==> src/design/sha_pkg.sv <==
`timescale 1ns / 1ps
package sha_pkg;

  localparam int WordBits   = 64;
  localparam int BlockWords = 16;
  localparam int RoundCount = 80;
  localparam int DigestWords = 4;

  localparam logic [63:0] IV [8] = '{
    64'h22312194FC2BF72C, 64'h9F555FA3C84C64C2,
    64'h2393B86B6F53B151, 64'h963877195940EABD,
    64'h96283EE2A88EFFE3, 64'hBE5E1E2553863992,
    64'h2B0199FC2C85B8AA, 64'h0EB72DDC81C52CA2
  };

  localparam logic [7:0] PadMark = 8'h80;
  localparam logic [4:0] LenWord = 5'd14;   // 112 bytes, where the length starts
  localparam logic [4:0] FullWords = 5'd16; // 128 bytes

  typedef enum logic [2:0] {
    ST_IDLE, ST_MARK, ST_ZERO, ST_LEN_HI, ST_LEN_LO, ST_OUT, ST_ROUND, ST_FINISH
  } state_t;

  // commands from controller to datapath
  typedef struct packed {
    logic       absorb;
    logic       push_mark;
    logic       push_zero;
    logic       push_hi;
    logic       push_lo;
    logic       start;
    logic       round;
    logic       finish;
    logic       clear;
    logic [6:0] rnd;
    logic [1:0] oidx;
  } cmd_t;

  // status from datapath to controller
  typedef struct packed {
    logic full;
    logic at_len;
  } stat_t;

  function automatic logic [63:0] round_const(input logic [6:0] t);
    logic [63:0] k;
    case (t)
      7'd0: k = 64'h428a2f98d728ae22; 7'd1: k = 64'h7137449123ef65cd;
      7'd2: k = 64'hb5c0fbcfec4d3b2f; 7'd3: k = 64'he9b5dba58189dbbc;
      7'd4: k = 64'h3956c25bf348b538; 7'd5: k = 64'h59f111f1b605d019;
      7'd6: k = 64'h923f82a4af194f9b; 7'd7: k = 64'hab1c5ed5da6d8118;
      7'd8: k = 64'hd807aa98a3030242; 7'd9: k = 64'h12835b0145706fbe;
      7'd10: k = 64'h243185be4ee4b28c; 7'd11: k = 64'h550c7dc3d5ffb4e2;
      7'd12: k = 64'h72be5d74f27b896f; 7'd13: k = 64'h80deb1fe3b1696b1;
      7'd14: k = 64'h9bdc06a725c71235; 7'd15: k = 64'hc19bf174cf692694;
      7'd16: k = 64'he49b69c19ef14ad2; 7'd17: k = 64'hefbe4786384f25e3;
      7'd18: k = 64'h0fc19dc68b8cd5b5; 7'd19: k = 64'h240ca1cc77ac9c65;
      7'd20: k = 64'h2de92c6f592b0275; 7'd21: k = 64'h4a7484aa6ea6e483;
      7'd22: k = 64'h5cb0a9dcbd41fbd4; 7'd23: k = 64'h76f988da831153b5;
      7'd24: k = 64'h983e5152ee66dfab; 7'd25: k = 64'ha831c66d2db43210;
      7'd26: k = 64'hb00327c898fb213f; 7'd27: k = 64'hbf597fc7beef0ee4;
      7'd28: k = 64'hc6e00bf33da88fc2; 7'd29: k = 64'hd5a79147930aa725;
      7'd30: k = 64'h06ca6351e003826f; 7'd31: k = 64'h142929670a0e6e70;
      7'd32: k = 64'h27b70a8546d22ffc; 7'd33: k = 64'h2e1b21385c26c926;
      7'd34: k = 64'h4d2c6dfc5ac42aed; 7'd35: k = 64'h53380d139d95b3df;
      7'd36: k = 64'h650a73548baf63de; 7'd37: k = 64'h766a0abb3c77b2a8;
      7'd38: k = 64'h81c2c92e47edaee6; 7'd39: k = 64'h92722c851482353b;
      7'd40: k = 64'ha2bfe8a14cf10364; 7'd41: k = 64'ha81a664bbc423001;
      7'd42: k = 64'hc24b8b70d0f89791; 7'd43: k = 64'hc76c51a30654be30;
      7'd44: k = 64'hd192e819d6ef5218; 7'd45: k = 64'hd69906245565a910;
      7'd46: k = 64'hf40e35855771202a; 7'd47: k = 64'h106aa07032bbd1b8;
      7'd48: k = 64'h19a4c116b8d2d0c8; 7'd49: k = 64'h1e376c085141ab53;
      7'd50: k = 64'h2748774cdf8eeb99; 7'd51: k = 64'h34b0bcb5e19b48a8;
      7'd52: k = 64'h391c0cb3c5c95a63; 7'd53: k = 64'h4ed8aa4ae3418acb;
      7'd54: k = 64'h5b9cca4f7763e373; 7'd55: k = 64'h682e6ff3d6b2b8a3;
      7'd56: k = 64'h748f82ee5defb2fc; 7'd57: k = 64'h78a5636f43172f60;
      7'd58: k = 64'h84c87814a1f0ab72; 7'd59: k = 64'h8cc702081a6439ec;
      7'd60: k = 64'h90befffa23631e28; 7'd61: k = 64'ha4506cebde82bde9;
      7'd62: k = 64'hbef9a3f7b2c67915; 7'd63: k = 64'hc67178f2e372532b;
      7'd64: k = 64'hca273eceea26619c; 7'd65: k = 64'hd186b8c721c0c207;
      7'd66: k = 64'heada7dd6cde0eb1e; 7'd67: k = 64'hf57d4f7fee6ed178;
      7'd68: k = 64'h06f067aa72176fba; 7'd69: k = 64'h0a637dc5a2c898a6;
      7'd70: k = 64'h113f9804bef90dae; 7'd71: k = 64'h1b710b35131c471b;
      7'd72: k = 64'h28db77f523047d84; 7'd73: k = 64'h32caab7b40c72493;
      7'd74: k = 64'h3c9ebe0a15c9bebc; 7'd75: k = 64'h431d67c49c100d4c;
      7'd76: k = 64'h4cc5d4becb3e42b6; 7'd77: k = 64'h597f299cfc657e2a;
      7'd78: k = 64'h5fcb6fab3ad6faec; 7'd79: k = 64'h6c44198c4a475817;
      default: k = 64'h0;
    endcase
    return k;
  endfunction

endpackage

==> src/design/sha_ctrl.sv <==
`timescale 1ns / 1ps
module sha_ctrl (
  input  logic          clk,
  input  logic          rst,
  input  logic          msg_valid,
  input  logic          message_end,
  input  logic          dig_stall,
  input  sha_pkg::stat_t stat,
  output sha_pkg::cmd_t  cmd,
  output logic          msg_stall,
  output logic          dig_valid,
  output logic          digest_last
);
  import sha_pkg::*;

  state_t     state, state_next;
  state_t     resume;
  logic [6:0] rnd;
  logic [1:0] oidx;
  logic       msg_take, dig_take;

  assign msg_take = msg_valid && !msg_stall;
  assign dig_take = dig_valid && !dig_stall;

  // next state
  always_comb begin
    state_next = state;
    case (state)
      ST_ROUND:  state_next = (rnd == 7'(RoundCount - 1)) ? ST_FINISH : ST_ROUND;
      ST_FINISH: state_next = resume;
      default: begin
        if (stat.full) begin
          state_next = ST_ROUND;
        end else begin
          case (state)
            ST_IDLE:   if (msg_take && message_end) state_next = ST_MARK;
            ST_MARK:   state_next = ST_ZERO;
            ST_ZERO:   if (stat.at_len) state_next = ST_LEN_HI;
            ST_LEN_HI: state_next = ST_LEN_LO;
            ST_LEN_LO: state_next = ST_OUT;
            ST_OUT:    if (dig_take && oidx == 2'(DigestWords - 1)) state_next = ST_IDLE;
            default:   state_next = ST_IDLE;
          endcase
        end
      end
    endcase
  end

  // outputs
  always_comb begin
    cmd       = '0;
    cmd.rnd   = rnd;
    cmd.oidx  = oidx;
    msg_stall = 1'b1;
    dig_valid = 1'b0;
    case (state)
      ST_ROUND:  cmd.round = 1'b1;
      ST_FINISH: cmd.finish = 1'b1;
      default: begin
        if (stat.full) begin
          cmd.start = 1'b1;
        end else begin
          case (state)
            ST_IDLE: begin
              msg_stall  = 1'b0;
              cmd.absorb = msg_valid;
            end
            ST_MARK:   cmd.push_mark = 1'b1;
            ST_ZERO:   cmd.push_zero = !stat.at_len;
            ST_LEN_HI: cmd.push_hi = 1'b1;
            ST_LEN_LO: cmd.push_lo = 1'b1;
            ST_OUT: begin
              dig_valid = 1'b1;
              cmd.clear = dig_take && oidx == 2'(DigestWords - 1);
            end
            default: cmd = cmd;
          endcase
        end
      end
    endcase
  end

  assign digest_last = (oidx == 2'(DigestWords - 1));

  // state, return point, round and output counters
  always_ff @(posedge clk) begin
    if (rst) begin
      state  <= ST_IDLE;
      resume <= ST_IDLE;
      rnd    <= '0;
      oidx   <= '0;
    end else begin
      state <= state_next;
      if (cmd.start) begin
        resume <= state;
        rnd    <= '0;
      end else if (cmd.round) begin
        rnd <= rnd + 7'd1;
      end
      if (dig_take) oidx <= oidx + 2'd1;
    end
  end

endmodule

==> config.mk <==
export PLATFORM = sky130hd
export DESIGN_NAME = sha_ctrl
export DESIGN_NICKNAME = d
export VERILOG_FILES = /design/src/design/sha_pkg.sv /design/src/design/sha_ctrl.sv
export SDC_FILE = /design/constraint.sdc
export NUM_CORES = 1
export LEC_CHECK = 0
export BUFFER_PORTS_ARGS = -buffer_cell sky130_fd_sc_hd__clkbuf_2
export CAP_MARGIN = 10
export CORE_ASPECT_RATIO = 0.9
export CORE_MARGIN = 2
export CORE_UTILIZATION = 51
export DETAILED_ROUTE_END_ITERATION = 7
export PLACE_DENSITY = 0.81
export SLEW_MARGIN = 25
export SYNTH_ARGS = -nofsm -noshare
export SYNTH_HDL_FRONTEND = slang
export SYNTH_SLANG_ARGS = --single-unit
export TNS_END_PERCENT = 10
==> constraint.sdc <==
create_clock -name clk -period 4.2 [get_ports clk]
set_clock_uncertainty 0.2 [all_clocks]
set_input_delay 0.21 -clock clk [delete_from_list [all_inputs] [get_ports clk]]
set_output_delay 0.21 -clock clk [all_outputs]
set_load 0.02 [all_outputs]
==> results of run 1 <==
==> critical path: cells and delay by family, from the launching register on <==
family	cells	cell delay, ns
simple gates	3	0.58
flops	1	0.65
buf+inv	1	0.15
==> Yosys cell counts, drive strengths merged <==
cell	n	area, µm²
a211oi	1	7.51
a21boi	2	15.0
a21o	1	7.51
a21oi	3	15.0
a311oi	2	17.5
a32o	1	10.0
and2	2	12.5
and3	1	6.26
and3b	1	8.76
and4b	1	10.0
buf	5	28.8
clkbuf	2	7.51
dfxtp	15	300
ha	2	25.0
inv	3	11.3
mux2i	3	30.0
nand2	7	26.3
nand3	1	5.00
nand4	1	6.26
nand4b	1	15.0
nor2	16	62.6
nor2b	3	18.8
nor3	6	30.0
nor3b	1	7.51
nor4	1	6.26
nor4b	1	15.0
o21ai	2	10.0
o21bai	1	7.51
or2	2	12.5
or3	1	6.26
xnor2	5	43.8
xor2	1	8.76
==> cell usage in the layout (no fill, tap or decap), types with 2 or more instances in the layout <==
cell      synthesis  routed
or2_1             2       2
and2_1            2       2
a21oi_1           3       3
nor2b_1           3       3
dfxtp_1          15      15
inv_1             3       3
xnor2_1           5       5
nor2_1           15      15
mux2i_1           3       3
clkbuf_2          0      27
ha_1              2       2
nor3_1            6       6
nand2_1           7       7
o21ai_0           2       2
a311oi_1          2       2
clkbuf_4          0       3
==> final cells by class <==
type,instances,area [µm²]
clock buffers,4,26.3
flip-flops and latches,15,300
inverters,3,11.3
repair buffers,27,135
well taps,15,18.8
multi-input cells,70,447
fillers,135,509
==> flip-flops by register name (all words and copies together), names as in the netlist <==
signal,cells
rnd,7
resume,3
state,3
oidx,2
==> power by group <==
part | leakage [µW] | switching, µW | internal, µW | total [µW]
Clock | 0.0000150 | 43.9 | 36.8 | 80.8
Sequential | 0.000122 | 11.0 | 147 | 158
Combinational | 0.000279 | 23.1 | 16.5 | 39.6
Total | 0.000416 | 78.0 | 200 | 278
==> final timing paths <==
path	startpoint	end	depth (start not counted)
max	state[1]$_SDFFE_PP0P_	cmd[9]	4
max reg2reg	state[1]$_SDFFE_PP0P_	state[0]$_SDFFE_PP0P_	4
min	rst	state[2]$_SDFFE_PP0P_	2
min reg2reg	resume[2]$_SDFFE_PP0P_	resume[2]$_SDFFE_PP0P_	2
==> routing by layer <==
| metal | global-route usage [%] | up-vias | wire length, µm |
|---|---|---|---|
| met5 | 0 | - | 0 |
| met4 | 8.82 | 0 | 36 |
| met3 | 4.35 | 5 | 77 |
| met2 | 28.2 | 20 | 704 |
| met1 | 25.1 | 314 | 761 |
| li1 | - | 376 | - |
==> through the flow <==
| stage | util, % | power, µW | hold slack (ns) |
|---|---|---|---|
| floorplan | - | 191 | 0.215 |
| global placement | 63.0 | 199 | 0.285 |
| detailed placement | 63.0 | 201 | 0.295 |
| CTS | 64.8 | 280 | 0.00960 |
| global route | 64.8 | 295 | 0.0135 |
| finish | 64.8 | 278 | 0.0215 |
==> cells by family after synthesis <==
| group | after synthesis | share of synthesized area [%] |
|---|---|---|
| AOI/OAI and AO/OA | 13 | 11.3 |
| xor gates and xnor gates | 6 | 6.61 |
| adders and majority gates | 2 | 3.15 |
| buffers and inverters | 10 | 5.98 |
| DFF | 15 | 37.8 |
| muxes | 3 | 3.78 |
| and+or+nand+nor | 46 | 31.3 |
==> summary.md, run 1 <==
| Metric | Value |
|---|---|
| Outcome | finished clean |
| Post-CTS sizing | 0 |
| Chip Width | 45.6 µm |
| DRT antenna net count | 0 |
| Distinct cells, synth | 36 |
| Dpl cell area | 912 µm² |
| DP Worst Slack | 2.46 ns |
| Worst VDD drop | about 0.20 mV |
| Seq cells post-synth | 15 |
| Layout cell share with drive strength beyond 1 | 27.7% |
| Syn Std Cell Area | ~790 µm² |
| Clk root buf | clkbuf_4 |
| Cell row count | 13 |
| GP Congestion | 0.814 |
| Critical path class | reg -> out |
| Finished Cell Area | 938 µm² |
| WP data required | 3.79 ns |
| Clk sink count | 15 |
| Hold WC Path Type | in -> reg |
| CP max stage cell | dfxtp_1 |
| Die H | 41.4 µm |
| Fin crit share | between 40 and 50% |
| CTS tree | done |
| Crit path time final | between 2 and 2.5 ns |
| Pwr Density | 297 mW/mm² |
| Area delta synth->final | 18.1% |
| Setup repair bufs after CTS | 0 |
| Worst R2R Setup Slack | 2.46 ns |
| Max-cap violations | 0 |
| Initial antenna violation count | 0 |
| Cells after DPL | 130 |
| Vias per inst | 5.34 |
| Vias in the first global route | about 650 |
| Worst setup margin | 2.13 ns |
| DR pass1 iterations | 2 |
| Cells after synthesis | 95 |
| Crit-path cells | nor2_1, and4b_1, and2_1, clkbuf_2 |
| Yosys warning count | 0 |
| Critical path capture point type | primary output |
| Clock-pin slew on the worst setup and hold paths | 0.09 ns |
| RSZ-0062 raised after global routing | false |
| Maximum operating frequency | 484 MHz |
| Max-slew violations | 0 |
| Die area | roughly 0.0019 mm² |
| Delay of the slowest critical-path stage | around 0.65 ns |
| H-tree levels | 1 |
| DRC | 0 |
| Crit-path max FO | 16 |
| Post-route insts no fill | about 130 |
| Hold Fails Final Rpt | 0 |
| Total wire length | 1580 µm |
| Num CTS Buffers | 3 |
| Nets | ~130 |
| Longest Clk Path Bufs | 2 |
| Grt ovf | 0 |
| GRT Overall Usage | 18.8% |
| Syn avg cell area | 8.36 µm² |
| Worst skew pair latency | 0.28 ns |
| Startpoint Class | flip-flop |
| Final setup fails | 0 |
| DP Wirelength | 1190 µm |
| Avg WL per Cell | 11.8 µm |
| Core Area | between 0.001 and 0.0015 mm² |
| Slew HR | 65.5% |
| Worst EP arrival | 1.66 ns |
| DR iter-0 viols | 6 |
| Vias | 715 |
| Slew @ Worst Pin | 0.516 ns |
| CTS hold repair buffers | 0 |
| Global-route wire length before repair | 2670 µm |
| I/O Pins | 28 |
| Largest net degree at the start of global routing | 17 |
| Leak | between 0.0004 and 0.0005 µW |
| Initial core utilization | 54.9% |
| Port Buffers | 27 |
| Seq/Total Area, Yosys | 37.8% |
| Setup TNS | 0 ns |
| Diode count | 0 |
| Syn nets | 104 |
Note: power is estimated with default switching activity, not from simulation.
==> run 2, diff against run 1 <==
--- a/config.mk
+++ b/config.mk
@@ -9,9 +9,9 @@
 export CAP_MARGIN = 10
 export CORE_ASPECT_RATIO = 0.9
 export CORE_MARGIN = 2
-export CORE_UTILIZATION = 51
+export CORE_UTILIZATION = 43
 export DETAILED_ROUTE_END_ITERATION = 7
-export PLACE_DENSITY = 0.81
+export PLACE_DENSITY = 0.73
 export SLEW_MARGIN = 25
 export SYNTH_ARGS = -nofsm -noshare
 export SYNTH_HDL_FRONTEND = slang
==> constraint.sdc (replaced) <==
create_clock -name clk -period 1.85 [get_ports clk]
set_clock_uncertainty 0.2 [all_clocks]
set_input_delay 0.0925 -clock clk [delete_from_list [all_inputs] [get_ports clk]]
set_output_delay 0.0925 -clock clk [all_outputs]
set_load 0.02 [all_outputs]
==> summary.md, run 2 (synthesized netlist as in run 1, its figures left out) <==
| Metric | Value |
|---|---|
| Outcome | finished clean |
| Register share of total power | 55.4% |
| Nets | 134 |
| Critical path capture point type | primary output |
| Switching Share | between 20 and 30% |
| GP Congestion | ~0.74 |
| Num CTS Buffers | 3 |
| H-tree levels | 1 |
| Hold Crit Start | stat[1] |
| Global-route wire length before repair | roughly 2600 µm |
| Grt ovf | 0 |
| Worst VDD drop | 0.390 mV |
| Vias | just over 700 |
| Fill cells | 168 |
| Total wire length | 1570 µm |
| Most common cell after layout, fill and taps aside | clkbuf_2 |
| Port Buffers | 27 |
| DP Worst Slack | approximately 0.2 ns |
| Top Registers | rnd: 7 flops, resume: 3 flops, state: 3 flops |
| Worst Hold Depth | 3 |
| Hold Fails Final Rpt | 0 |
| Slew @ Worst Pin | 0.284 ns |
| Buf/Inv on CP | 1 |
| Worst EP arrival | 1.47 ns |
| CTS tree | done |
| DRC | 0 |
| Largest net degree at the start of global routing | 17 |
| Crit-path leading delay family | simple AND/OR/NAND/NOR gates |
| Max layer used | met4 |
| Max FFs per register | 7 |
| Final setup fails | 0 |
| Area delta synth->final | 27.7% |
| I/O Pins | 28 |
| Delay of the slowest critical-path stage | 0.41 ns |
| Crit-path cells | nor2_2, and4b_2, and2_1, clkbuf_2 |
| Startpoint Class | flip-flop |
| Clk sink count | 15 |
| Final hold slack | ~0.045 ns |
| Worst skew pair latency | 0.29 ns |
| Reg-to-reg critical path startpoint | state[1]$_SDFFE_PP0P_ |
| Clock-pin slew on the worst setup and hold paths | 0.09 ns |
| DRT antenna net count | 0 |
| Maximum operating frequency | approximately 570 MHz |
| Crit-path max FO | 16 |
| Initial antenna violation count | 0 |
| Layout cell share with drive strength beyond 1 | 32.3% |
| Leak | between 0.0004 and 0.0005 µW |
| Setup repair bufs after CTS | 0 |
| Hold WC Path Type | in -> reg |
| GRT Overall Usage | 16.5% |
| R2R Path End | state[0]$_SDFFE_PP0P_ |
| Clk network pwr share | 29.2% |
| Vias per inst | 4.86 |
| Max-cap violations | 0 |
| Most frequent cells in the layout | clkbuf_2 (27), nor2_1 (14), dfxtp_1 (12) |
| Detail Route met2 WL | 677 µm |
| DR pass1 iterations | 4 |
| Die H | 44.8 µm |
| Combinational power share | 15.4% |
| Die area | 0.00221 mm² |
| Worst setup margin | 0.0826 ns |
| RSZ-0062 raised after global routing | false |
| DP Wirelength | 1180 µm |
| Core Area | 0.00170 mm² |
| Initial core utilization | 46.8% |
| Pwr Density | 640 mW/mm² |
| Slew HR | between 80 and 90% |
| Internal power | about 470 µW |
| Psw | 183 µW |
| Diode count | 0 |
| Setup TNS | 0 ns |
| WP data required | 1.56 ns |
| Clk root buf | clkbuf_4 |
| Routed wl met3 | ~73 µm |
| Max-slew violations | 0 |
| Critical path class | reg -> out |
| Longest Clk Path Bufs | 2 |
| Cell row count | 14 |
| Reg with most FFs | rnd |
| Crit path time final | 1.77 ns |
| Routed met1 length | around 770 µm |
| Chip Width | 49.3 µm |
| Area of the multi-input gates | 458 µm² |
| Avg WL per Cell | 10.6 µm |
| Worst Hold Path EP | resume[1]$_SDFFE_PP0P_ |
| Worst Reg-to-Reg Cells | 4 |
| Vias in the first global route | 626 |
| DR iter-0 viols | 12 |
| Fin crit share | 95.5% |
| Worst R2R Setup Slack | 0.35 ns |
| Reg area | 304 µm² |
| CP max stage cell | dfxtp_2 |
-- run 2: how the worst max path moves through the flow --
stage | slack [ns] | depth (start not counted) | end | startpoint
6_report | 0.08 | 4 | cmd[9] | state[1]$_SDFFE_PP0P_
3_3_place_gp | 0.22 | 4 | state[0]$_SDFFE_PP0P_ | state[1]$_SDFFE_PP0P_
4_1_cts | 0.01 | 4 | cmd[9] | state[1]$_SDFFE_PP0P_
5_1_grt | 0.007 | 4 | cmd[17] | state[2]$_SDFFE_PP0P_
2_1_floorplan | 0.25 | 5 | state[0]$_SDFFE_PP0P_ | oidx[0]$_SDFFE_PP0P_
3_5_place_dp | 0.20 | 4 | state[0]$_SDFFE_PP0P_ | state[1]$_SDFFE_PP0P_
-- run 2: through the flow --
step | cells | utilization [%] | area, µm² | power, µW
3_5_place_dp | 139 | 54.3 | 923 | 454
2_1_floorplan | 95 | - | 795 | 433
3_3_place_gp | 139 | 54.3 | 923 | 453
5_1_grt | 148 | 59.7 | 1010 | 691
6_report | 148 | 59.7 | 1010 | 649
4_1_cts | 148 | 59.4 | 1010 | 657
-- run 2: per-layer routing --
metal | track usage [%] | vias up
met1 | 21.0 | 315
met3 | 3.31 | 4
met4 | 13.7 | 0
li1 | - | 385
met5 | 0 | -
met2 | 24.6 | 16
-- run 2: tightest hold or removal path, delay by kind of cell --
kind / cells / cell delay, ns
buffers and inverters: 1 / 0.14
AND/OR/NAND/NOR: 2 / 0.26
-- run 2: what timing repair did --
item / 4_1_cts / 5_1_grt
hold buffers: 5 / 0
setup endpoints to repair: 3 / 4
cloned: 0 / 0
resized for setup: 4 / 3
endpoints found under the hold margin: 8 / 0
-- run 2: layout make-up --
class	instances	share of cell area, %
clock buffers	4	2.59
multi-input cells	70	45.1
inverters	3	1.11
repair buffers	32	18.2
well taps	24	2.96
flip-flops and latches	15	30.0
-- run 2: power groups by stage --
stage	clock [µW]	combinational, µW	sequential [µW]
after floorplan	0	81.6	351
after detailed placement	0	89.2	365
final	189	100	360
after global routing	215	112	363
after global placement	0	88.8	365
after CTS	198	100	359
==> run 3, diff against run 2 <==
--- a/config.mk
+++ b/config.mk
@@ -8,7 +8,7 @@
 export BUFFER_PORTS_ARGS = -buffer_cell sky130_fd_sc_hd__clkbuf_2
 export CAP_MARGIN = 10
 export CORE_ASPECT_RATIO = 0.9
-export CORE_MARGIN = 2
+export CORE_MARGIN = 8
 export CORE_UTILIZATION = 43
 export DETAILED_ROUTE_END_ITERATION = 7
 export PLACE_DENSITY = 0.73
==> constraint.sdc (replaced) <==
create_clock -name clk -period 1.85 [get_ports clk]
set_clock_uncertainty 0.2 [all_clocks]
set_input_delay 0.185 -clock clk [delete_from_list [all_inputs] [get_ports clk]]
set_output_delay 0.185 -clock clk [all_outputs]
set_load 0.02 [all_outputs]
==> summary.md, run 3 (synthesized netlist as in run 1, its figures left out) <==
| Metric | Value |
|---|---|
| Global-route wire length before repair | roughly 2900 µm |
| Clk network pwr share | 29.0% |
| Worst VDD drop | around 0.63 mV |
| Max-cap violations | 0 |
| Max FFs per register | 7 |
| CTS tree | done |
| Clk root buf | clkbuf_4 |
| Critical path capture point type | primary output |
| Setup TNS | 0 ns |
| Combinational power share | 18.3% |
| Most frequent cells in the layout | clkbuf_2 (26), nor2_1 (14), dfxtp_1 (13) |
| DRC | 0 |
| Area delta synth->final | 29.6% |
| Core Area | 0.00170 mm² |
| DP Wirelength | 1440 µm |
| Nets | 134 |
| DR iter-0 viols | 20 |
| Worst EP arrival | 1.40 ns |
| Vias | about 760 |
| Maximum operating frequency | approximately 560 MHz |
| WP data required | 1.46 ns |
| Hold Crit Start | message_end |
| Slew HR | 80.8% |
| Startpoint Class | flip-flop |
| DR pass1 iterations | 4 |
| Num CTS Buffers | 3 |
| Reg area | about 310 µm² |
| Area of the multi-input gates | 478 µm² |
| DP Worst Slack | 0.254 ns |
| Clock-pin slew on the worst setup and hold paths | 0.10 ns |
| Worst skew pair latency | ~0.28 ns |
| Fill cells | 169 |
| Outcome | finished clean |
| DRT antenna net count | 0 |
| Final setup fails | 0 |
| Diode count | 0 |
| Longest Clk Path Bufs | 2 |
| Internal power | 470 µW |
| Total wire length | 1890 µm |
| Slew @ Worst Pin | 0.288 ns |
| I/O Pins | 28 |
| Psw | 201 µW |
| Reg-to-reg critical path startpoint | oidx[0]$_SDFFE_PP0P_ |
| Most common cell after layout, fill and taps aside | clkbuf_2 |
| Grt ovf | 0 |
| Crit-path max FO | 6 |
| Die area | 0.00348 mm² |
| Die H | 56.8 µm |
| H-tree levels | 1 |
| Critical path class | reg -> out |
| Layout cell share with drive strength beyond 1 | ~35% |
| Final hold slack | 0.0417 ns |
| Hold WC Path Type | in -> reg |
| Initial antenna violation count | 0 |
| Finished Cell Area | about 0.0010 mm² |
| GP Congestion | 0.848 |
| Worst setup margin | between 0.06 and 0.07 ns |
| Pwr Density | between 600 and 700 mW/mm² |
| Reg with most FFs | rnd |
| Top Registers | rnd: 7 flops, resume: 3 flops, state: 3 flops |
| Initial core utilization | between 40 and 50% |
| Avg WL per Cell | between 10 and 15 µm |
| Hold Fails Final Rpt | 0 |
| GRT Overall Usage | between 10% and 20% |
| Port Buffers | 27 |
| Fin crit share | 96.6% |
| CP max stage cell | dfxtp_1 |
| Clk sink count | 15 |
| Crit-path cells | or2_4, nor3_4, and2_1, clkbuf_2 |
| Dpl cell area | 946 µm² |
| Cell row count | 14 |
| Register share of total power | between 50% and 60% |
| Chip Width | slightly above 60 µm |
| Largest net degree at the start of global routing | 13 |
| Leak | ~0.00045 µW |
| Switching Share | 30.0% |
| Max-slew violations | 0 |
| Delay of the slowest critical-path stage | 0.34 ns |
| Vias in the first global route | between 600 and 700 |
| Crit path time final | 1.79 ns |
| Worst Setup SP | state[2]$_SDFFE_PP0P_ |
| Vias per inst | 5.11 |
==> run 3: routing by layer <==
| metal | GRT usage (%) | up-vias | routed length [µm] |
|---|---|---|---|
| met2 | 16.7 | 25 | 931 |
| met4 | 4.65 | 0 | 14 |
| met3 | 2.27 | 2 | 116 |
| met5 | 0 | - | 0 |
| met1 | 13.2 | 347 | 832 |
| li1 | - | 382 | - |
==> run 3: final timing paths <==
kind	endpoint	depth (start not counted)	slack (ns)
max	cmd[17]	4	0.06
min	state[1]$_SDFFE_PP0P_	4	0.04
max reg2reg	state[0]$_SDFFE_PP0P_	5	0.33
min reg2reg	state[0]$_SDFFE_PP0P_	2	0.29
==> run 3: layout make-up <==
class | instances | area share (%)
inverters | 3 | 1.09
multi-input cells | 70 | 46.4
well taps | 24 | 2.92
flip-flops and latches | 15 | 29.6
clock buffers | 3 | 2.19
clock inverters | 1 | 0.729
repair buffers | 32 | 17.0
==> run 3: what timing repair did <==
| action | in CTS | in global routing |
|---|---|---|
| buffers inserted | 0 | 1 |
| hold endpoints to repair | 6 | 0 |
| pin swaps | 0 | 1 |
| resized for setup | 4 | 7 |
| hold buffers | 1 | 0 |
| endpoints found under the setup margin | 2 | 3 |
==> run 3: power groups by stage <==
stage,registers [µW],logic (µW),clock network [µW]
floorplan,351,81.6,0
global placement,356,108,0
detailed placement,356,109,0
CTS,351,113,204
global route,357,133,215
finish,354,123,195
==> run 3: stage by stage <==
stage	instances	total power [µW]	util, %
2_1_floorplan	95	433	-
3_3_place_gp	142	464	55.7
3_5_place_dp	142	465	55.7
4_1_cts	147	667	58.6
5_1_grt	148	705	60.6
6_report	148	672	60.6
==> run 3: worst max-delay path, delay by kind of cell (launching register included) <==
family | cells | cell delay [ns]
and+or+nand+nor | 3 | 0.64
DFF | 1 | 0.34
buffers and inverters | 1 | 0.16
